[src/rtl/u8strip_pkg.sv]
// Shared types and byte-class constants for the UTF-8 orphan byte stripper.
// Used by u8strip_front, u8strip_queue, u8strip_back and the top level.
// No dependencies.
`default_nettype none

package u8strip_pkg;

    // Byte class boundaries
    localparam logic [7:0] ASCII_END  = 8'h80;  // below: plain ASCII
    localparam logic [7:0] LEAD2_MIN  = 8'hC0;  // two-byte lead start
    localparam logic [7:0] LEAD3_MIN  = 8'hE0;  // three-byte lead start
    localparam logic [7:0] LEAD4_MIN  = 8'hF0;  // four-byte lead start
    localparam logic [7:0] LEAD_END   = 8'hF5;  // at or above: invalid byte
    localparam logic [7:0] CONT_MASK  = 8'hC0;
    localparam logic [7:0] CONT_TAG   = 8'h80;

    // Most data bytes one request can release (lead plus three continuations)
    localparam int MAX_DATA = 4;

    // Work handed from the front to the back: data bytes, then an optional terminator
    typedef struct packed {
        logic [MAX_DATA-1:0][7:0] data;
        logic [2:0]               n_data;
        logic                     term;
    } job_t;

    // Number of results a job produces (at most five)
    function automatic logic [2:0] job_total(input job_t j);
        job_total = j.n_data + {2'b00, j.term};
    endfunction

endpackage

`default_nettype wire

[src/rtl/u8strip_front.sv]
// Front end: classifies each input byte, tracks the held UTF-8 sequence
// and builds the job of result bytes. Depends on u8strip_pkg.
`default_nettype none

module u8strip_front (
    input  wire logic              clk,
    input  wire logic              rst_n,
    input  wire logic              accept,
    input  wire logic [7:0]        in_byte,
    input  wire logic              final_byte,
    output u8strip_pkg::job_t      job,
    output logic                   push
);

    // Held sequence: bytes carry no reset, only entries below held count are read
    logic [7:0] held_reg [3];
    logic [7:0] held_next [3];
    logic [1:0] hcnt_reg, hcnt_next;
    logic [1:0] need_reg, need_next;
    logic       start_reg, start_next;

    logic       is_cont;
    logic       done;

    assign is_cont = (in_byte & u8strip_pkg::CONT_MASK) == u8strip_pkg::CONT_TAG;

    // Next state and job for the current byte
    always_comb
    begin
        held_next  = held_reg;
        hcnt_next  = hcnt_reg;
        need_next  = need_reg;
        start_next = start_reg;
        job        = '0;
        done       = 1'b0;
        if (start_reg && final_byte)
        begin
            // single-byte buffer: byte passes unchanged, then terminator
            job.data[0] = in_byte;
            job.n_data  = 3'd1;
            job.term    = 1'b1;
            hcnt_next   = 2'd0;
            need_next   = 2'd0;
        end
        else
        begin
            start_next = final_byte;
            if (hcnt_reg != 2'd0)
            begin
                if (is_cont)
                begin
                    done = 1'b1;
                    if (need_reg <= 2'd1)
                    begin
                        // sequence complete: release held bytes plus this one
                        for (int i = 0; i < u8strip_pkg::MAX_DATA - 1; i++)
                        begin
                            if (2'(i) < hcnt_reg)
                                job.data[2'(i)] = held_reg[2'(i)];
                        end
                        job.data[hcnt_reg] = in_byte;
                        job.n_data = {1'b0, hcnt_reg} + 3'd1;
                        hcnt_next  = 2'd0;
                        need_next  = 2'd0;
                    end
                    else if (hcnt_reg < 2'd3)
                    begin
                        held_next[hcnt_reg] = in_byte;
                        hcnt_next           = hcnt_reg + 2'd1;
                        need_next           = need_reg - 2'd1;
                    end
                    else
                    begin
                        hcnt_next = 2'd0;
                        need_next = 2'd0;
                    end
                end
                else
                begin
                    // broken sequence: drop hold, byte handled fresh below
                    hcnt_next = 2'd0;
                    need_next = 2'd0;
                end
            end
            if (!done)
            begin
                if (in_byte < u8strip_pkg::ASCII_END)
                begin
                    job.data[0] = in_byte;
                    job.n_data  = 3'd1;
                end
                else if (in_byte >= u8strip_pkg::LEAD2_MIN && in_byte < u8strip_pkg::LEAD_END)
                begin
                    held_next[0] = in_byte;
                    hcnt_next    = 2'd1;
                    if (in_byte < u8strip_pkg::LEAD3_MIN)
                        need_next = 2'd1;
                    else if (in_byte < u8strip_pkg::LEAD4_MIN)
                        need_next = 2'd2;
                    else
                        need_next = 2'd3;
                end
                // stray continuation and F5-FF: dropped
            end
            if (final_byte)
            begin
                hcnt_next = 2'd0;
                need_next = 2'd0;
                job.term  = 1'b1;
            end
        end
    end

    assign push = accept && (u8strip_pkg::job_total(job) != 3'd0);

    // Control state
    always_ff @(posedge clk or negedge rst_n)
    begin
        if (!rst_n)
        begin
            hcnt_reg  <= 2'd0;
            need_reg  <= 2'd0;
            start_reg <= 1'b1;
        end
        else if (accept)
        begin
            hcnt_reg  <= hcnt_next;
            need_reg  <= need_next;
            start_reg <= start_next;
        end
    end

    // Held bytes
    always_ff @(posedge clk)
    begin
        if (accept)
            held_reg <= held_next;
    end

    // A held sequence always still waits for at least one continuation
    a_hold_needs: assert property (@(posedge clk) disable iff (!rst_n)
        (hcnt_reg != 2'd0) |-> (need_reg != 2'd0))
        else $error("held sequence with no missing continuation");

    // Final byte always leaves nothing held
    a_final_clears: assert property (@(posedge clk) disable iff (!rst_n)
        (accept && final_byte) |=> (hcnt_reg == 2'd0))
        else $error("sequence still held after final byte");

endmodule

`default_nettype wire

[src/rtl/u8strip_queue.sv]
// Short job queue between front and back so each side stalls on its own.
// Depends on u8strip_pkg.
`default_nettype none

module u8strip_queue #(
    parameter int DEPTH = 4
) (
    input  wire logic              clk,
    input  wire logic              rst_n,
    input  wire logic              push,
    input  wire u8strip_pkg::job_t push_job,
    input  wire logic              pop,
    output u8strip_pkg::job_t      head_job,
    output logic                   full,
    output logic                   empty
);

    localparam int AW = (DEPTH > 1) ? $clog2(DEPTH) : 1;
    localparam int CW = $clog2(DEPTH + 1);

    u8strip_pkg::job_t slot_reg [DEPTH];
    logic [AW-1:0]     wptr_reg, wptr_next;
    logic [AW-1:0]     rptr_reg, rptr_next;
    logic [CW-1:0]     cnt_reg, cnt_next;

    assign full     = (cnt_reg == CW'(DEPTH));
    assign empty    = (cnt_reg == '0);
    assign head_job = slot_reg[rptr_reg];

    // Pointer and count update
    always_comb
    begin
        wptr_next = wptr_reg;
        rptr_next = rptr_reg;
        cnt_next  = cnt_reg;
        if (push)
            wptr_next = (wptr_reg == AW'(DEPTH - 1)) ? '0 : wptr_reg + AW'(1);
        if (pop)
            rptr_next = (rptr_reg == AW'(DEPTH - 1)) ? '0 : rptr_reg + AW'(1);
        if (push && !pop)
            cnt_next = cnt_reg + CW'(1);
        else if (pop && !push)
            cnt_next = cnt_reg - CW'(1);
    end

    always_ff @(posedge clk or negedge rst_n)
    begin
        if (!rst_n)
        begin
            wptr_reg <= '0;
            rptr_reg <= '0;
            cnt_reg  <= '0;
        end
        else
        begin
            wptr_reg <= wptr_next;
            rptr_reg <= rptr_next;
            cnt_reg  <= cnt_next;
        end
    end

    // Job storage
    always_ff @(posedge clk)
    begin
        if (push)
            slot_reg[wptr_reg] <= push_job;
    end

    a_no_overflow: assert property (@(posedge clk) disable iff (!rst_n)
        push |-> (!full || pop))
        else $error("push into full queue");

    a_no_underflow: assert property (@(posedge clk) disable iff (!rst_n)
        pop |-> !empty)
        else $error("pop from empty queue");

endmodule

`default_nettype wire

[src/rtl/u8strip_back.sv]
// Back end: takes one job from the queue and sends its results out one per
// cycle while out_ready is high, data bytes first, then the terminator. Depends on u8strip_pkg.
`default_nettype none

module u8strip_back (
    input  wire logic              clk,
    input  wire logic              rst_n,
    input  wire u8strip_pkg::job_t head_job,
    input  wire logic              empty,
    output logic                   pop,
    output logic                   out_valid,
    input  wire logic              out_ready,
    output logic [7:0]             out_byte,
    output logic                   is_terminator,
    output logic                   last_of_run
);

    u8strip_pkg::job_t job_reg;
    logic              busy_reg, busy_next;
    logic [2:0]        idx_reg, idx_next;
    logic [2:0]        total;
    logic              at_last;
    logic              take;

    assign total     = u8strip_pkg::job_total(job_reg);
    assign at_last   = (idx_reg == total - 3'd1);
    assign take      = busy_reg && out_ready;
    assign pop       = !empty && (!busy_reg || (take && at_last));

    // Result fields come straight from the working job
    assign out_valid     = busy_reg;
    assign out_byte      = (idx_reg < job_reg.n_data) ? job_reg.data[idx_reg[1:0]] : 8'h00;
    assign is_terminator = job_reg.term && (idx_reg == job_reg.n_data);
    assign last_of_run   = at_last;

    // Sequencing through the job
    always_comb
    begin
        busy_next = busy_reg;
        idx_next  = idx_reg;
        if (pop)
        begin
            busy_next = 1'b1;
            idx_next  = 3'd0;
        end
        else if (take && at_last)
            busy_next = 1'b0;
        else if (take)
            idx_next = idx_reg + 3'd1;
    end

    always_ff @(posedge clk or negedge rst_n)
    begin
        if (!rst_n)
        begin
            busy_reg <= 1'b0;
            idx_reg  <= 3'd0;
        end
        else
        begin
            busy_reg <= busy_next;
            idx_reg  <= idx_next;
        end
    end

    always_ff @(posedge clk)
    begin
        if (pop)
            job_reg <= head_job;
    end

    a_idx_in_job: assert property (@(posedge clk) disable iff (!rst_n)
        busy_reg |-> (idx_reg < total))
        else $error("result index past end of job");

    a_job_nonempty: assert property (@(posedge clk) disable iff (!rst_n)
        busy_reg |-> (total != 3'd0))
        else $error("empty job loaded into back end");

endmodule

`default_nettype wire

[src/rtl/utf8_orphan_byte_stripper.sv]
// Top level of the UTF-8 orphan byte stripper: front classifier, job queue
// and result sequencer. Depends on u8strip_pkg, u8strip_front,
// u8strip_queue and u8strip_back.
//
//   Channel  Dir  Handshake             Payload
//   input    in   in_valid / in_ready   in_byte[7:0], final_byte
//   output   out  out_valid / out_ready out_byte[7:0], is_terminator, last_of_run
//
// One input byte is taken per cycle while the job queue has room.
// Each byte yields 0 to 5 results; the back end sends one result per cycle
// while out_ready is high, so a byte with k results holds the output side until all k are taken.
// With the back end idle, a byte's job is written into the queue when the byte
// is accepted, then loaded into the back end's working job, which raises out_valid.
// Reset clears control state only; held sequence bytes are not cleared.
// Output stalls fill the queue (QUEUE_DEPTH jobs), then in_ready drops.
`default_nettype none

module utf8_orphan_byte_stripper #(
    parameter int QUEUE_DEPTH = 4
) (
    input  wire logic       clk,
    input  wire logic       rst_n,
    input  wire logic       in_valid,
    output logic            in_ready,
    input  wire logic [7:0] in_byte,
    input  wire logic       final_byte,
    output logic            out_valid,
    input  wire logic       out_ready,
    output logic [7:0]      out_byte,
    output logic            is_terminator,
    output logic            last_of_run
);

    u8strip_pkg::job_t new_job;
    u8strip_pkg::job_t head_job;
    logic              push;
    logic              pop;
    logic              full;
    logic              empty;
    logic              accept;

    assign in_ready = !full;
    assign accept   = in_valid && in_ready;

    u8strip_front u_front (
        .clk        (clk),
        .rst_n      (rst_n),
        .accept     (accept),
        .in_byte    (in_byte),
        .final_byte (final_byte),
        .job        (new_job),
        .push       (push)
    );

    u8strip_queue #(
        .DEPTH (QUEUE_DEPTH)
    ) u_queue (
        .clk      (clk),
        .rst_n    (rst_n),
        .push     (push),
        .push_job (new_job),
        .pop      (pop),
        .head_job (head_job),
        .full     (full),
        .empty    (empty)
    );

    u8strip_back u_back (
        .clk           (clk),
        .rst_n         (rst_n),
        .head_job      (head_job),
        .empty         (empty),
        .pop           (pop),
        .out_valid     (out_valid),
        .out_ready     (out_ready),
        .out_byte      (out_byte),
        .is_terminator (is_terminator),
        .last_of_run   (last_of_run)
    );

endmodule

`default_nettype wire

[config.mk]
export PLATFORM = sky130hd
export DESIGN_NAME = utf8_orphan_byte_stripper
export DESIGN_NICKNAME = d
export VERILOG_FILES = /design/src/rtl/u8strip_pkg.sv /design/src/rtl/u8strip_front.sv /design/src/rtl/u8strip_queue.sv /design/src/rtl/u8strip_back.sv /design/src/rtl/utf8_orphan_byte_stripper.sv
export SDC_FILE = /design/constraint.sdc
export NUM_CORES = 1
export LEC_CHECK = 0
export ABC_AREA = 1
export BUFFER_PORTS_ARGS = -buffer_cell sky130_fd_sc_hd__buf_2
export CAP_MARGIN = 20
export CORE_MARGIN = 1
export CORE_UTILIZATION = 35
export CTS_CLUSTER_SIZE = 20
export DETAILED_ROUTE_END_ITERATION = 16
export GPL_TIMING_DRIVEN = 1
export HOLD_SLACK_MARGIN = 0.06
export PLACE_DENSITY_LB_ADDON = 0.1
export SKIP_CTS_REPAIR_TIMING = 1
export SYNTH_ARGS = -nofsm -noshare
export SYNTH_HDL_FRONTEND = slang
export SYNTH_SLANG_ARGS = --single-unit
[constraint.sdc]
create_clock -name clk -period 5.7 [get_ports clk]
set_input_delay 0.285 -clock clk [delete_from_list [all_inputs] [get_ports clk]]
set_output_delay 0.285 -clock clk [all_outputs]
set_load 0.01 [all_outputs]
==> flow_summary.json <==
{
  "netSwitchingPower_uw": 1680,
  "power.share.clock_pct": 29.5,
  "finalNetCount": 804,
  "place_ws_ns": 1.63,
  "yosysSeqAreaShare_pct": 70.9,
  "slew_violations": 0,
  "grt_pass1_vias": 5671,
  "die_area_mm2": 0.0260,
  "antenna_left": 0,
  "place_congestion": 0.784,
  "start_util_pct": 36.0,
  "largest_reg_flops": 144,
  "grt_first_pass_wirelength_um": 32300,
  "start_kind": "register",
  "n_antenna_cell": 0,
  "drcViolationCount": 0,
  "placementRows": 57,
  "p_leak_uw": 0.00372,
  "grt_antenna_before_repair": 0,
  "synth-adder-area-share_pct": 2.91,
  "cts_made_buffers": 25,
  "synthesis.area_mm2": 0.00886,
  "end_kind": "register",
  "wl_met2_um": 9510,
  "max-slew-margin-rel_pct": 39.2,
  "max_slew.worst_pin.slew_ns": 0.910,
  "p_comb_share_pct": 27.5,
  "highest_layer": "met4",
  "postRouteWirelength_um": 20700,
  "cts.path.max_buffers": 3,
  "finalHoldViolCount": 0,
  "fp.dieW_um": 161,
  "routed_via_density": 5.05,
  "yosysWarningCount": 0,
  "core_mm2": 0.0246,
  "gr-total-overflow": 0,
  "sw_frac_of_total_pct": 33.3,
  "io_pins": 25,
  "ir_drop_mv": 0.228,
  "vias": 5617,
  "fin_skew_ns": 0.00807,
  "synth_ff_type": "edfxtp_1",
  "chipHeight_um": 161,
  "final-setup-viol-count": 0,
  "m1WireLength_um": 9780,
  "clkLatencyLatePin_ns": 0.50,
  "async_reset_ff_share_pct": 7.55,
  "cts.htree.levels": 1,
  "utilization_pct": 41.6,
  "synth_seq_cells": 212,
  "power_density_mw_per_mm2": 494,
  "synthXorXnorAreaFrac_pct": 0.296,
  "fmax_mhz": 247,
  "dr_wl_met3_um": 819,
  "clk_pin_slew_ns": 0.06,
  "grt_max_degree": 76,
  "port_buffers": 24,
  "critical_path_class": "reg -> reg",
  "synth-simple-area-share_pct": 10.8,
  "r2r-start": "u_front.hcnt_reg[1]$_DFFE_PN0P_",
  "synth_cells": 725,
  "synth_edf_count": 196,
  "synth_top_family_by_area": "compound AO/OA/AOI/OAI gates",
  "critPathArrivalTime_ns": 4.25,
  "ctsRootBufferMaster": "clkbuf_16",
  "timing.hold.ws_ns": 0.0776,
  "cp.required_ns": 5.89,
  "drtPass1Iterations": 5,
  "tns_ns": 0,
  "cts_tree": "done",
  "avgRoutedWirePerCell_um": 18.6,
  "synthMuxAreaShare_pct": 0.127,
  "fin_crit_sh_pct": 71.1,
  "intPower_uw": 3380,
  "clock-sinks": 212,
  "critPathLaunch": "u_front.hcnt_reg[1]$_DFFE_PN0P_",
  "grt_setup_unrepaired": "no",
  "setup_ws_ns": 1.65,
  "synth_cell_types": 41,
  "syn_area_per_cell_um2": 12.2,
  "drive_gt1_share_pct": 12.5,
  "track_usage_pct": 16.3,
  "area_growth_pct": 15.6,
  "synth_compound_area_share_pct": 11.2,
  "hold_start": "out_ready",
  "worst-path-max-fanout": 24,
  "p_seq_share_pct": 43.1,
  "drtIter0Drc": 439,
  "hp-class": "in -> reg",
  "run_status": "finished, final reports clean",
  "cap_violations": 0,
  "dp_hpwl_um": 13100,
  "min_period_ns": 4.05
}
critical path: stages, from the launching register on:
cell and delay (ns):
dfrtp_1 0.55, inv_1 0.14, ha_1 0.28, inv_1 0.15, nand2_4 0.09, nor2_8 0.17
inv_1 0.10, o21ai_0 0.48, ha_1 0.25, ha_1 0.18, nand2_2 0.07, nand3_2 0.10
nand2_4 0.11, nor2_4 0.71, buf_4 0.36
power by group through the flow:
stage               Clock [µW]  Sequential, µW  Combinational, µW
finish                    1490            2180               1390
global route              1580            2210               1570
CTS                       1530            2180               1410
detailed placement           0            2210               1410
global placement             0            2210               1380
floorplan                    0            2170                928
cells in the mapped netlist (all sizes together) (2+ instances only):
master	instances	area (µm²)
ha	19	238
o22ai	39	244
xnor2	2	17.5
a21oi	23	115
buf	9	50.1
edfxtp	196	5890
a211oi	7	52.6
clkbuf	22	82.6
inv	52	198
nor2	136	539
dfrtp	15	375
o21ai	108	552
nand2	65	284
nand4	3	18.8
nor3	4	20.0
nand3	13	70.1
cell families (layout without fill, tap and decap cells):
group | count (synthesis) | count (layout)
other | 1 | 8
xor gates and xnor gates | 3 | 3
muxes | 1 | 1
AOI/OAI and AO/OA | 180 | 180
buffers and inverters | 84 | 141
adders and majority gates | 20 | 20
and+or+nand+nor | 224 | 224
DFF | 212 | 212
stage by stage:
step	power (µW)	cell area, µm²	cells
after floorplan	3100	8890	732
after global placement	3590	9390	1059
after detailed placement	3620	9390	1059
after CTS	5120	10200	1104
after global routing	5360	10200	1113
final	5060	10200	1113
per-layer routing:
metal,vias to the layer above,track usage (%)
met1,2764,22.4
met5,-,0
met2,131,26.4
met3,47,2.59
li1,2675,-
met4,0,5.45
cells in the final DEF, fill, tap and decap left out, types with 6 or more instances in the layout:
cell type,Yosys,routed
edfxtp_1,196,196
nor2_1,132,128
o21ai_0,104,104
nand2_1,57,57
inv_1,46,46
o22ai_1,39,39
clkbuf_16,0,25
buf_2,4,24
a21oi_1,23,23
ha_1,19,19
dfrtp_1,15,14
nand3_1,12,12
buf_4,1,11
dlygate4sd3_1,0,8
conb_1,1,8
a211oi_1,7,7
clkinv_1,1,6
clkbuf_1,22,6
area by class of cell:
type	instances	area [µm²]
Sequential cell	212	6290
Clock inverter	14	123
Timing Repair Buffer	43	283
Multi-Input combinational cell	436	2300
Tap cell	324	405
Inverter	53	201
Fill cell	2306	14400
Clock buffer	31	648
worst paths after layout:
kind	end	slack, ns	cells past startpoint
max	u_queue.slot_reg[3][13]$_DFFE_PP_	1.65	14
max in group asynchronous	u_front.start_reg$_DFFE_PN1P_	5.09	2
min in group asynchronous	u_back.idx_reg[0]$_DFFE_PN0P_	0.26	2
min	u_back.idx_reg[0]$_DFFE_PN0P_	0.08	3
max reg2reg	u_queue.slot_reg[3][13]$_DFFE_PP_	1.65	14
min reg2reg	u_front.need_reg[1]$_DFFE_PN0P_	0.51	2
(Power assumes the default switching activity.)
